$ cat config.mk
export PLATFORM = sky130hd
export DESIGN_NAME = flash_command_sequencer
export DESIGN_NICKNAME = d
export VERILOG_FILES = /design/src/rtl/fcs_pkg.sv /design/src/rtl/fcs_match.sv /design/src/rtl/fcs_lock.sv /design/src/rtl/flash_command_sequencer.sv
export VERILOG_INCLUDE_DIRS = /design/src /design/src/rtl
export SDC_FILE = /design/constraint.sdc
export NUM_CORES = 1
export LEC_CHECK = 0
export BUFFER_PORTS_ARGS = -buffer_cell sky130_fd_sc_hd__clkbuf_2
export CAP_MARGIN = 5
export CORE_MARGIN = 2
export CORE_UTILIZATION = 52
export DETAILED_ROUTE_END_ITERATION = 16
export GPL_TIMING_DRIVEN = 0
export PLACE_DENSITY_LB_ADDON = 0.05
export SYNTH_ARGS = -nofsm -noshare
export SYNTH_HDL_FRONTEND = slang
export SYNTH_HIERARCHICAL = 1
export SYNTH_SLANG_ARGS = --single-unit
$ cat constraint.sdc
create_clock -name clock -period 7.1 [get_ports clock]
set_clock_uncertainty 0.1 [all_clocks]
set_input_delay 2.13 -clock clock [delete_from_list [all_inputs] [get_ports clock]]
set_output_delay 2.13 -clock clock [all_outputs]
set_load 0.005 [all_outputs]
$ cat src/rtl/flash_command_sequencer_assert.svh
// ----------------------------------------------------------------------------
// Flash command sequencer assertion macros
// Shared concurrent assertion forms: clocked, disabled during reset.
// ----------------------------------------------------------------------------
`ifndef FLASH_COMMAND_SEQUENCER_ASSERT_SVH
`define FLASH_COMMAND_SEQUENCER_ASSERT_SVH

// Same-cycle implication
`define FCS_ASSERT_IMP(label, clk, rst, ante, cons, msg) \
   label: assert property (@(posedge clk) disable iff (rst) (ante) |-> (cons)) \
      else $error(msg);

// Next-cycle implication
`define FCS_ASSERT_NXT(label, clk, rst, ante, cons, msg) \
   label: assert property (@(posedge clk) disable iff (rst) (ante) |=> (cons)) \
      else $error(msg);

`endif

$ cat src/rtl/fcs_pkg.sv
// ----------------------------------------------------------------------------
// fcs_pkg
// Types, constants and unlock sequence tables of the flash command sequencer.
// ----------------------------------------------------------------------------
`default_nettype none

package fcs_pkg;

   // History depth and derived widths
   localparam int SEQ_DEPTH = 6;
   localparam int SEQ_IDX_W = $clog2(SEQ_DEPTH);
   localparam int SEQ_CNT_W = $clog2(SEQ_DEPTH + 1);

   // Field widths
   localparam int OFFSET_W    = 22;
   localparam int BYTE_W      = 8;
   localparam int SECTOR_W    = 6;
   localparam int HIST_ADDR_W = 12;

   // Offset bit positions: 64 KiB sectors, 8 KiB boot blocks
   localparam int SECTOR_SHIFT = 16;
   localparam int BLOCK_SHIFT  = 13;

   // Lock register file
   localparam int LOCK_SMALL_W = 8;
   localparam int LOCK_LARGE_W = 63;
   localparam int LOCK_ENTRIES = LOCK_SMALL_W + LOCK_LARGE_W;
   localparam int ENTRY_W      = $clog2(LOCK_ENTRIES + 1);
   localparam logic [LOCK_SMALL_W-1:0] LOCK_SMALL_RESET = 8'hFF;
   localparam logic [LOCK_LARGE_W-1:0] LOCK_LARGE_RESET = 63'd2;

   // Configuration port
   localparam int CSR_INDEX_W = 2;
   localparam int CSR_DATA_W  = LOCK_LARGE_W;
   localparam logic [CSR_INDEX_W-1:0] CSR_LOCK_SMALL = 2'd0;
   localparam logic [CSR_INDEX_W-1:0] CSR_LOCK_LARGE = 2'd1;

   // Command bytes
   localparam logic [BYTE_W-1:0] STATUS_BYTE = 8'h80;
   localparam logic [BYTE_W-1:0] ABORT_BYTE  = 8'hF0;

   // Sector erase polling: last status read before returning to idle
   localparam logic [1:0] POLL_LAST = 2'd3;

   // Unlock sequences
   localparam int PAT_SLOTS        = 6;
   localparam int NUM_PATTERNS     = 4;
   localparam int PAT_PROGRAM      = 0;
   localparam int PAT_SECTOR_ERASE = 1;
   localparam int PAT_CHIP_ERASE   = 2;
   localparam int PAT_PROT         = 3;

   typedef enum logic {
      KIND_READ  = 1'b0,
      KIND_WRITE = 1'b1
   } kind_type;

   typedef enum logic [2:0] {
      ACT_NONE         = 3'd0,
      ACT_ARRAY_READ   = 3'd1,
      ACT_STATUS_READ  = 3'd2,
      ACT_PROGRAM      = 3'd3,
      ACT_SECTOR_ERASE = 3'd4,
      ACT_CHIP_ERASE   = 3'd5
   } action_type;

   typedef enum logic [1:0] {
      MODE_IDLE   = 2'd0,
      MODE_SERASE = 2'd1,
      MODE_CERASE = 2'd2,
      MODE_PROT   = 2'd3
   } mode_type;

   typedef struct packed {
      kind_type              kind;
      logic [OFFSET_W-1:0]   offset;
      logic [BYTE_W-1:0]     wdata;
   } req_type;

   typedef struct packed {
      action_type            action;
      logic [OFFSET_W-1:0]   target;
      logic [SECTOR_W-1:0]   sector;
      logic [BYTE_W-1:0]     rdata;
   } rsp_type;

   // Matcher verdict for one write
   typedef struct packed {
      logic [NUM_PATTERNS-1:0] hit;     // first fully matched sequence, one-hot
      logic                    keep;    // history is still a prefix of a sequence
      logic [SEQ_CNT_W-1:0]    count;   // history length including this write
      logic [SEQ_IDX_W-1:0]    pos;     // slot this write goes to
   } match_type;

   typedef struct packed {
      logic [SEQ_CNT_W-1:0]                    len;
      logic [0:PAT_SLOTS-1][HIST_ADDR_W-1:0]   addr;
      logic [0:PAT_SLOTS-1][HIST_ADDR_W-1:0]   amask;
      logic [0:PAT_SLOTS-1][BYTE_W-1:0]        val;
      logic [0:PAT_SLOTS-1][BYTE_W-1:0]        vmask;
   } pattern_type;

   localparam pattern_type PATTERNS [NUM_PATTERNS] = '{
      // program: last write is the data, matches anything
      '{len:   SEQ_CNT_W'(4),
        addr:  '{12'hAAA, 12'h555, 12'hAAA, 12'h000, 12'h000, 12'h000},
        amask: '{12'hFFF, 12'hFFF, 12'hFFF, 12'h000, 12'h000, 12'h000},
        val:   '{8'hAA, 8'h55, 8'hA0, 8'h00, 8'h00, 8'h00},
        vmask: '{8'hFF, 8'hFF, 8'hFF, 8'h00, 8'h00, 8'h00}},
      // sector erase: last address is the sector
      '{len:   SEQ_CNT_W'(6),
        addr:  '{12'hAAA, 12'h555, 12'hAAA, 12'hAAA, 12'h555, 12'h000},
        amask: '{12'hFFF, 12'hFFF, 12'hFFF, 12'hFFF, 12'hFFF, 12'h000},
        val:   '{8'hAA, 8'h55, 8'h80, 8'hAA, 8'h55, 8'h30},
        vmask: '{8'hFF, 8'hFF, 8'hFF, 8'hFF, 8'hFF, 8'hFF}},
      // chip erase
      '{len:   SEQ_CNT_W'(6),
        addr:  '{12'hAAA, 12'h555, 12'hAAA, 12'hAAA, 12'h555, 12'hAAA},
        amask: '{12'hFFF, 12'hFFF, 12'hFFF, 12'hFFF, 12'hFFF, 12'hFFF},
        val:   '{8'hAA, 8'h55, 8'h80, 8'hAA, 8'h55, 8'h10},
        vmask: '{8'hFF, 8'hFF, 8'hFF, 8'hFF, 8'hFF, 8'hFF}},
      // protection read entry
      '{len:   SEQ_CNT_W'(3),
        addr:  '{12'hAAA, 12'h555, 12'hAAA, 12'h000, 12'h000, 12'h000},
        amask: '{12'hFFF, 12'hFFF, 12'hFFF, 12'h000, 12'h000, 12'h000},
        val:   '{8'hAA, 8'h55, 8'h90, 8'h00, 8'h00, 8'h00},
        vmask: '{8'hFF, 8'hFF, 8'hFF, 8'h00, 8'h00, 8'h00}}
   };

endpackage

`default_nettype wire

$ cat src/rtl/fcs_match.sv
// ----------------------------------------------------------------------------
// fcs_match
// Parallel compare of the write history plus the incoming write against all
// unlock sequences.
// ----------------------------------------------------------------------------
`default_nettype none

module fcs_match (
   input  logic [fcs_pkg::HIST_ADDR_W-1:0] hist_addr  [fcs_pkg::SEQ_DEPTH],
   input  logic [fcs_pkg::BYTE_W-1:0]      hist_value [fcs_pkg::SEQ_DEPTH],
   input  logic [fcs_pkg::SEQ_CNT_W-1:0]   seq_count,
   input  logic [fcs_pkg::HIST_ADDR_W-1:0] new_addr,
   input  logic [fcs_pkg::BYTE_W-1:0]      new_value,
   output fcs_pkg::match_type              result
);
   import fcs_pkg::*;

   logic [SEQ_CNT_W-1:0]                       base;
   logic [SEQ_CNT_W-1:0]                       count_new;
   logic [SEQ_IDX_W-1:0]                       pos;
   logic [NUM_PATTERNS-1:0][PAT_SLOTS-1:0]     slot_ok;
   logic [NUM_PATTERNS-1:0]                    full;
   logic [NUM_PATTERNS-1:0]                    partial;
   logic [NUM_PATTERNS-1:0]                    hit;

   // Place the new write: restart the history if it is ever full
   always_comb begin
      base      = (seq_count >= SEQ_CNT_W'(SEQ_DEPTH)) ? '0 : seq_count;
      pos       = base[SEQ_IDX_W-1:0];
      count_new = base + SEQ_CNT_W'(1);
   end

   // Compare every slot against every sequence
   always_comb begin
      logic [HIST_ADDR_W-1:0] a;
      logic [BYTE_W-1:0]      v;
      for (int k = 0; k < NUM_PATTERNS; k++) begin
         for (int i = 0; i < PAT_SLOTS; i++) begin
            if (SEQ_IDX_W'(i) == pos) begin
               a = new_addr;
               v = new_value;
            end else begin
               a = hist_addr[i];
               v = hist_value[i];
            end
            slot_ok[k][i] = ((a & PATTERNS[k].amask[i]) == PATTERNS[k].addr[i]) &&
                            ((v & PATTERNS[k].vmask[i]) == PATTERNS[k].val[i]);
         end
      end
   end

   // Full match over the sequence length, prefix match over the history
   always_comb begin
      logic full_ok;
      logic part_ok;
      for (int k = 0; k < NUM_PATTERNS; k++) begin
         full_ok = 1'b1;
         part_ok = 1'b1;
         for (int i = 0; i < PAT_SLOTS; i++) begin
            if ((SEQ_CNT_W'(i) < PATTERNS[k].len) && !slot_ok[k][i]) begin
               full_ok = 1'b0;
            end
            if ((SEQ_CNT_W'(i) < count_new) && !slot_ok[k][i]) begin
               part_ok = 1'b0;
            end
         end
         full[k]    = full_ok && (count_new >= PATTERNS[k].len);
         partial[k] = part_ok && (count_new <= PATTERNS[k].len);
      end
   end

   // Pick the first full match in table order
   always_comb begin
      hit = '0;
      for (int k = 0; k < NUM_PATTERNS; k++) begin
         if (full[k] && (hit == '0)) begin
            hit[k] = 1'b1;
         end
      end
      result.hit   = hit;
      result.keep  = !(|full) && (|partial);
      result.count = count_new;
      result.pos   = pos;
   end

endmodule

`default_nettype wire

$ cat src/rtl/fcs_lock.sv
// ----------------------------------------------------------------------------
// fcs_lock
// Sector lock registers with their write port, and the two lock lookups:
// protection read entry and sector erase target.
// ----------------------------------------------------------------------------
`default_nettype none

module fcs_lock (
   input  logic                             clock,
   input  logic                             reset,
   input  logic                             csr_valid,
   output logic                             csr_ready,
   input  logic [fcs_pkg::CSR_INDEX_W-1:0]  csr_index,
   input  logic [fcs_pkg::CSR_DATA_W-1:0]   csr_wdata,
   input  logic [fcs_pkg::OFFSET_W-1:0]     offset,
   output logic                             prot_locked,
   output logic                             sector_locked
);
   import fcs_pkg::*;

   logic [LOCK_SMALL_W-1:0] lock_small_ff, lock_small_in;
   logic [LOCK_LARGE_W-1:0] lock_large_ff, lock_large_in;
   logic [LOCK_ENTRIES-1:0] lock_all;
   logic [SECTOR_W-1:0]     sector;
   logic [ENTRY_W-1:0]      entry;

   assign csr_ready = 1'b1;

   // Decode register writes; unknown indexes are dropped
   always_comb begin
      lock_small_in = lock_small_ff;
      lock_large_in = lock_large_ff;
      if (csr_valid && csr_ready) begin
         unique case (csr_index)
            CSR_LOCK_SMALL: lock_small_in = csr_wdata[LOCK_SMALL_W-1:0];
            CSR_LOCK_LARGE: lock_large_in = csr_wdata[LOCK_LARGE_W-1:0];
            default: ;
         endcase
      end
   end

   always_ff @(posedge clock) begin
      if (reset) begin
         lock_small_ff <= LOCK_SMALL_RESET;
         lock_large_ff <= LOCK_LARGE_RESET;
      end else begin
         lock_small_ff <= lock_small_in;
         lock_large_ff <= lock_large_in;
      end
   end

   // Look up lock bits; entries past the table read unlocked
   always_comb begin
      lock_all = {lock_large_ff, lock_small_ff};
      sector   = offset[SECTOR_SHIFT +: SECTOR_W];
      if (sector == '0) begin
         entry = ENTRY_W'(offset[BLOCK_SHIFT +: (SECTOR_SHIFT - BLOCK_SHIFT)]);
      end else begin
         entry = ENTRY_W'(sector) + ENTRY_W'(LOCK_SMALL_W);
      end
      prot_locked   = (entry < ENTRY_W'(LOCK_ENTRIES)) ? lock_all[entry] : 1'b0;
      sector_locked = lock_all[ENTRY_W'(sector)];
   end

endmodule

`default_nettype wire

$ cat src/rtl/flash_command_sequencer.sv
// Path: an access passes from the input register through the command decode
//   into the result register, which presents its result.
// Throughput: one access per cycle without rsp_stall; the six-entry history
//   compare and command decode sit in one stage between the two registers.
// Reset (synchronous): mode idle, history and poll counters cleared, lock
//   registers at 0xFF and 0x2; both registers empty.
`default_nettype none

`include "flash_command_sequencer_assert.svh"

module flash_command_sequencer (
   input  logic                             clock,
   input  logic                             reset,
   input  logic                             req_valid,
   output logic                             req_stall,
   input  fcs_pkg::req_type                 req_payload,
   output logic                             rsp_valid,
   input  logic                             rsp_stall,
   output fcs_pkg::rsp_type                 rsp_payload,
   input  logic                             csr_valid,
   output logic                             csr_ready,
   input  logic [fcs_pkg::CSR_INDEX_W-1:0]  csr_index,
   input  logic [fcs_pkg::CSR_DATA_W-1:0]   csr_wdata
);
   import fcs_pkg::*;

   // Pipeline registers
   logic                    in_valid_ff, in_valid_in;
   req_type                 in_data_ff;
   logic                    out_valid_ff, out_valid_in;
   rsp_type                 out_data_ff;
   logic                    advance;

   // Command state
   mode_type                mode_ff, mode_in;
   logic [SEQ_CNT_W-1:0]    seq_count_ff, seq_count_in;
   logic [1:0]              poll_count_ff, poll_count_in;
   logic [1:0]              poll_next;
   logic [HIST_ADDR_W-1:0]  hist_addr_ff  [SEQ_DEPTH];
   logic [BYTE_W-1:0]       hist_value_ff [SEQ_DEPTH];
   logic                    hist_we;
   logic                    abort;

   rsp_type                 calc;
   match_type               verdict;
   logic                    prot_locked;
   logic                    sector_locked;

   // Move items: input stage drains when the result register is free
   assign advance   = in_valid_ff && (!out_valid_ff || !rsp_stall);
   assign req_stall = in_valid_ff && !advance;
   assign rsp_valid   = out_valid_ff;
   assign rsp_payload = out_data_ff;

   always_comb begin
      if (req_valid && !req_stall) begin
         in_valid_in = 1'b1;
      end else if (advance) begin
         in_valid_in = 1'b0;
      end else begin
         in_valid_in = in_valid_ff;
      end
      if (advance) begin
         out_valid_in = 1'b1;
      end else if (out_valid_ff && !rsp_stall) begin
         out_valid_in = 1'b0;
      end else begin
         out_valid_in = out_valid_ff;
      end
   end

   always_ff @(posedge clock) begin
      if (reset) begin
         in_valid_ff  <= 1'b0;
         out_valid_ff <= 1'b0;
      end else begin
         in_valid_ff  <= in_valid_in;
         out_valid_ff <= out_valid_in;
      end
   end

   always_ff @(posedge clock) begin
      if (req_valid && !req_stall) begin
         in_data_ff <= req_payload;
      end
      if (advance) begin
         out_data_ff <= calc;
      end
   end

   fcs_match u_match (
      .hist_addr  (hist_addr_ff),
      .hist_value (hist_value_ff),
      .seq_count  (seq_count_ff),
      .new_addr   (in_data_ff.offset[HIST_ADDR_W-1:0]),
      .new_value  (in_data_ff.wdata),
      .result     (verdict)
   );

   fcs_lock u_lock (
      .clock         (clock),
      .reset         (reset),
      .csr_valid     (csr_valid),
      .csr_ready     (csr_ready),
      .csr_index     (csr_index),
      .csr_wdata     (csr_wdata),
      .offset        (in_data_ff.offset),
      .prot_locked   (prot_locked),
      .sector_locked (sector_locked)
   );

   // Decode the access against the current mode and the matcher verdict
   always_comb begin
      calc          = '0;
      calc.action   = ACT_NONE;
      mode_in       = mode_ff;
      seq_count_in  = seq_count_ff;
      poll_count_in = poll_count_ff;
      poll_next     = poll_count_ff + 2'd1;
      hist_we       = 1'b0;
      abort         = (in_data_ff.kind == KIND_WRITE) && (mode_ff != MODE_IDLE) &&
                      (in_data_ff.wdata == ABORT_BYTE);
      if (advance) begin
         if (in_data_ff.kind == KIND_READ) begin
            unique case (mode_ff)
               MODE_IDLE: begin
                  calc.action = ACT_ARRAY_READ;
                  calc.target = in_data_ff.offset;
               end
               MODE_SERASE: begin
                  calc.action = ACT_STATUS_READ;
                  calc.rdata  = STATUS_BYTE;
                  if (poll_next == POLL_LAST) begin
                     poll_count_in = '0;
                     mode_in       = MODE_IDLE;
                  end else begin
                     poll_count_in = poll_next;
                  end
               end
               MODE_CERASE: begin
                  calc.action = ACT_STATUS_READ;
                  calc.rdata  = STATUS_BYTE;
                  mode_in     = MODE_IDLE;
               end
               MODE_PROT: begin
                  calc.action = ACT_STATUS_READ;
                  calc.rdata  = BYTE_W'(prot_locked);
               end
               default: ;
            endcase
         end else if (abort) begin
            mode_in      = MODE_IDLE;
            seq_count_in = '0;
         end else begin
            hist_we      = 1'b1;
            seq_count_in = verdict.keep ? verdict.count : '0;
            if (verdict.hit[PAT_PROGRAM]) begin
               calc.action = ACT_PROGRAM;
               calc.target = in_data_ff.offset;
               calc.rdata  = in_data_ff.wdata;
            end else if (verdict.hit[PAT_SECTOR_ERASE]) begin
               mode_in = MODE_SERASE;
               if (!sector_locked) begin
                  calc.action = ACT_SECTOR_ERASE;
                  calc.sector = in_data_ff.offset[SECTOR_SHIFT +: SECTOR_W];
               end
            end else if (verdict.hit[PAT_CHIP_ERASE]) begin
               mode_in     = MODE_CERASE;
               calc.action = ACT_CHIP_ERASE;
            end else if (verdict.hit[PAT_PROT]) begin
               mode_in = MODE_PROT;
            end
         end
      end
   end

   // Hold command state
   always_ff @(posedge clock) begin
      if (reset) begin
         mode_ff       <= MODE_IDLE;
         seq_count_ff  <= '0;
         poll_count_ff <= '0;
      end else begin
         mode_ff       <= mode_in;
         seq_count_ff  <= seq_count_in;
         poll_count_ff <= poll_count_in;
      end
   end

   // Append the write to the history
   always_ff @(posedge clock) begin
      if (hist_we) begin
         hist_addr_ff[verdict.pos]  <= in_data_ff.offset[HIST_ADDR_W-1:0];
         hist_value_ff[verdict.pos] <= in_data_ff.wdata;
      end
   end

   `FCS_ASSERT_IMP(a_seq_count_bound, clock, reset, 1'b1, seq_count_ff < SEQ_CNT_W'(SEQ_DEPTH), "history count out of range")
   `FCS_ASSERT_IMP(a_poll_bound, clock, reset, 1'b1, poll_count_ff != POLL_LAST, "poll count reached its wrap value")
   `FCS_ASSERT_IMP(a_stall_needs_item, clock, reset, req_stall, in_valid_ff, "input stalled with an empty stage")
   `FCS_ASSERT_NXT(a_erase_sets_mode, clock, reset, advance && (calc.action == ACT_SECTOR_ERASE || calc.action == ACT_CHIP_ERASE), mode_ff == MODE_SERASE || mode_ff == MODE_CERASE, "erase issued without erase mode")
   `FCS_ASSERT_NXT(a_abort_clears, clock, reset, advance && abort, mode_ff == MODE_IDLE && seq_count_ff == '0, "abort left a command active")

endmodule

`default_nettype wire
# Word level (Yosys, flattened, before mapping)
# Index checks and enable logic that the tools add are counted.
[totals]
regBits = 270
inputBits = 101
output_inout_bits = 42
elab_cells = 231
[op_classes]
add_sub_neg = 3
n_lt_le_gt_ge = 18
eq_ne = 29
n_mux = 80
bitwise_logic = 4
n_reduce_logical = 71
[ops]
columns = ["op", "n"]
rows = [
  ["12-bit 2-to-1 mux", 7],
  ["72-bit bitwise mux", 1],
  ["8-bit 2-to-1 mux", 9],
  ["48-bit bitwise mux", 1],
  ["12-bit equality test, second input constant", 4],
  ["8-bit equality test, second input constant", 6],
  ["22-bit 2-to-1 mux", 2],
  ["39-bit 2-to-1 mux", 1],
  ["12-bit demux with 3-bit select", 1],
  ["1-bit logical AND", 36],
  ["1-bit 2-to-1 mux", 32],
  ["25-bit 2-to-1 mux", 1],
  ["8-bit demux with 3-bit select", 1],
  ["12-bit by 11-bit equality test with 1-bit output, second input constant", 2],
  ["3-bit 2-to-1 mux", 7],
  ["6-bit 2-to-1 mux", 3],
  ["8-bit by 7-bit equality test with 1-bit output, second input constant", 2],
  ["2-bit 2-to-1 mux", 8],
  ["8-bit one-hot mux with 2 select lines", 1],
  ["1-bit logical NOT", 14],
  ["3-bit >= comparator, second input constant", 3],
  ["8-bit by 5-bit equality test with 1-bit output, second input constant", 1],
  ["8-bit by 6-bit equality test with 1-bit output, second input constant", 1],
  ["6-bit by 8-bit < comparator with 1-bit output, second input constant", 1],
  ["other kinds (40)", 60],
]

# Longest topological paths before layout
[logic_depth]
word_depth = 27
mapped_depth = 12
mapped_depth_nobuf = 12

# Hierarchy
# The synthesis kept the hierarchy.
[by_module_without_submodules]
columns = ["module", "n_inst", "cells_each", "area_each_um2"]
rows = [
  ["flash_command_sequencer", 1, 313, 6630.1],
  ["fcs_lock", 1, 466, 3937.5],
  ["fcs_match", 1, 132, 969.7],
]

# Least setup slack after synthesis
# Ideal clock, no wire load.
[synth_path]
kind = "input -> register"
startpoint = "input rsp_stall"
endpoint = "register hist_addr_ff[36] (netlist name), enable pin"
setup_ns = 0.456
t_arrival_ns = 6.923
required_ns = 6.544
setup_slack_ns = -0.379
stages = 4
path_buffers = 0
cell_sequence = "a21boi_1 -> and2_1 -> nand2_1 -> nor4b_1"
[synth_via]
elab_chain_len = 4
[synth_rtl]
columns = ["element", "line_no", "rtl"]
rows = [
  ["from (decl)", "flash_command_sequencer.sv:18", "input logic rsp_stall,"],
  ["1-bit logical NOT", "flash_command_sequencer.sv:50", "assign advance = in_valid_ff && (!out_valid_ff || !rsp_stall);"],
  ["1-bit logical OR", "flash_command_sequencer.sv:50", ""],
  ["1-bit logical AND", "flash_command_sequencer.sv:50", ""],
  ["1-bit 2-to-1 mux", "flash_command_sequencer.sv:123", "if (advance) begin"],
  ["to (signal, indexed assignment)", "flash_command_sequencer.sv:193", "hist_addr_ff[verdict.pos] <= in_data_ff.offset[HIST_ADDR_W-1:0];"],
  ["to (decl)", "flash_command_sequencer.sv:39", "logic [HIST_ADDR_W-1:0] hist_addr_ff [SEQ_DEPTH];"],
]
# No other way between the ends.
# A chain may end at the register's enable or synchronous reset.

# Worst setup path after layout
[layout_path]
startpoint = "input rsp_stall"
endpoint = "output req_stall"
[layout_via]
elab_chain_len = 5
[layout_rtl]
columns = ["element", "line_no", "rtl"]
rows = [
  ["1-bit logical NOT", "flash_command_sequencer.sv:50", ""],
  ["1-bit logical OR", "flash_command_sequencer.sv:50", ""],
  ["1-bit logical AND", "flash_command_sequencer.sv:50", ""],
  ["1-bit logical NOT", "flash_command_sequencer.sv:51", "assign req_stall = in_valid_ff && !advance;"],
  ["1-bit logical AND", "flash_command_sequencer.sv:51", ""],
  ["to (decl)", "flash_command_sequencer.sv:15", "output logic req_stall,"],
]
# No other way between the ends.

==> results.txt <==
Outcome -> finished, final reports clean
Endpoints failing hold -> 0
FF+latch count, synth -> 270
Initial core utilization -> 52.9%
Clock Root Buffer -> clkbuf_16
Post CTS Setup Buffer Count -> 0
DR WL/cell -> 19.8 um
Max Transition Viols Final -> 0
GRT Util Overall -> 23.6%
Most frequent cells after synthesis -> edfxtp_1, nand2_1, a21oi_1
Least-Margin Pin Slew -> 925 ps
Netlist cell types -> 87
RSZ-0062 raised after global routing -> no
Synth area leader -> edfxtp_1
P_leak -> 4.83 nW
Power Total -> 3.35 mW
Yosys top cell area share -> 49.5%
Worst reg-to-reg path cell count -> 9
Syn Nets -> 1018
Main area contributors after synthesis -> edfxtp_1, dfxtp_1, nand2_1
CTS Sinks -> 270
Area growth from synthesis to layout -> 18.2%
WP data required -> 4870 ps
Synthesized area -> 11500 um2
CTS Buf Count -> 28
Pwr dens -> 245 nW/um2
Critical path class -> input pin to primary output
Hold depth -> 2
Vias in the first global route -> 7866
Clk pin slew, worst setup/hold paths -> 60 ps
Final WL -> 27.6 mm
Clk_lat worst skew -> 550 ps
Setup TNS -> 0 ps
Final HPWL DP -> 19.8 mm
First-pass GRT wire length -> 43.3 mm
GPL Wtd Cong -> 0.924
Period utilisation layout -> 68.6%
Port-buffer cells -> 140
Via density -> 5.67
DRC -> 0
Register area share after synthesis -> 63.3%
# rows -> 54
H-tree depth -> 1
Final worst path period need -> 4870 ps
Initial DRC count -> 606
Top FF cell, synth -> edfxtp_1
IO Pins -> 143
CTS tree -> yes
Worst endpoint data arrival time -> 2640 ps
Largest net degree at the start of global routing -> 32
WHS Endpoint -> u_lock/lock_large_ff[21]
Grt total ovfl -> 0
Max-cap viol count -> 0
Antenna violations before repair -> 1
Hold path start -> u_lock/lock_large_ff[21]
Post-synth ARST share -> 0%
Critical path fanouts, max -> 3
Setup crit start -> rsp_stall
Most frequent cell after synthesis -> edfxtp_1
Flop2flop setup slack -> 2940 ps
Share of cells above drive strength 1 -> 24.3%
Post-CTS sizing -> 0
Pre-Repair DR Iteration Count -> 5
Yosys warning count -> 6
Critical Path End Type -> primary output
RR Endpoint -> rsp_payload[38]
Max transition margin -> 38.2%
Post-layout net count -> 1200
Final Setup Violations -> 0
FF-to-FF Start -> seq_count_ff[2]
Fillcell total -> 1746
Fmax -> 0.205 GHz
Routed Antenna Nets -> 0
Synth Instances -> 911
Routed via count -> 7906
Core area -> 21800 um2
Worst VDD drop -> 219 uV
Final core utilization -> 62.5%
Hold Path Class -> register to register
Post-Syn Area per Cell -> 12.7 um2
Post-synth EDFFs -> 190
Clock Tree Buf Depth -> 3
Startpoint Class -> input pin
Die height -> 153 um
Die W -> 153 um
Hold-fix buffers, CTS -> 0
Area of the die -> 23400 um2
-- flip-flops by register name, summed over array words and instances (netlist names) --
signal / count
hist_addr_ff: 72
hist_value_ff: 48
in_data_ff: 31
in_valid_ff: 1
mode_ff: 2
poll_count_ff: 2
rsp_payload: 39
rsp_valid: 1
seq_count_ff: 3
u_lock/lock_large_ff: 63
u_lock/lock_small_ff: 8
-- area by class of cell --
cell class / instances / area [um2] / share of cell area, %
Inverter: 12 / 45.0 / 0.330
Clock inverter: 11 / 109 / 0.798
Timing Repair Buffer: 152 / 818 / 6.00
Buffer: 47 / 263 / 1.93
Multi-Input combinational cell: 582 / 3990 / 29.2
Clock buffer: 40 / 758 / 5.56
Antenna cell: 1 / 2.50 / 0.0183
Sequential cell: 270 / 7310 / 53.6
Tap cell: 280 / 350 / 2.57
-- power breakdown --
part / total (mW) / switching (mW) / internal (mW)
Sequential: 1.77 / 0.0422 / 1.73
Clock: 1.38 / 0.594 / 0.783
Combinational: 0.201 / 0.112 / 0.0884
-- metal layers --
layer  GRT usage [%]  share of wire (%)
met1            28.7                 39
met2            42.6                 52
met3            3.66                5.4
met4            8.77                3.4
met5               0                  0
-- layout by cell type (no fill, tap or decap), types with 21 or more instances in the layout --
| cell type | instances |
|---|---|
| a21oi_1 | 87 |
| clkbuf_1 | 36 |
| clkbuf_16 | 28 |
| clkbuf_2 | 142 |
| dfxtp_1 | 80 |
| edfxtp_1 | 190 |
| mux2i_1 | 21 |
| nand2_1 | 163 |
| nor2_1 | 32 |
| nor2b_1 | 43 |
-- worst max-delay path by stage --
stage | slack (ps) | cells after the start | endpoint
2_1_floorplan | 560 | 4 | hist_addr_ff[36]
4_1_cts | 2220 | 3 | req_stall
5_1_grt | 2180 | 3 | req_stall
3_5_place_dp | 2030 | 7 | hist_addr_ff[52]
3_3_place_gp | -1150 | 5 | hist_addr_ff[2]
6_report | 2230 | 3 | req_stall
-- cell families (layout without fill, tap and decap cells) --
| logic type | count (synthesis) | in the layout | share of synthesized area [%] |
|---|---|---|---|
| other | 1 | 2 | 0.0325 |
| adder cells (fa/ha/maj) | 6 | 6 | 0.651 |
| multiplexers | 45 | 45 | 6.25 |
| AND/OR/NAND/NOR | 371 | 371 | 17.9 |
| AO/OA/AOI/OAI | 159 | 159 | 9.12 |
| flip-flops | 270 | 270 | 63.3 |
| buffers and inverters | 59 | 262 | 2.67 |
-- stage by stage --
step	setup WS (ps)	instance area [um2]	hold slack [ps]	instances
2_1_floorplan	561	11500	332	911
3_3_place_gp	-1150	12600	344	1331
3_5_place_dp	2030	12800	348	1343
4_1_cts	2220	13600	357	1394
5_1_grt	2180	13600	381	1394
6_report	2230	13600	357	1395
-- critical path: stages --
cell and delay [ps]:
clkbuf_2 120, and3_1 250, clkbuf_2 140
Power figures use the tool's default switching activity.
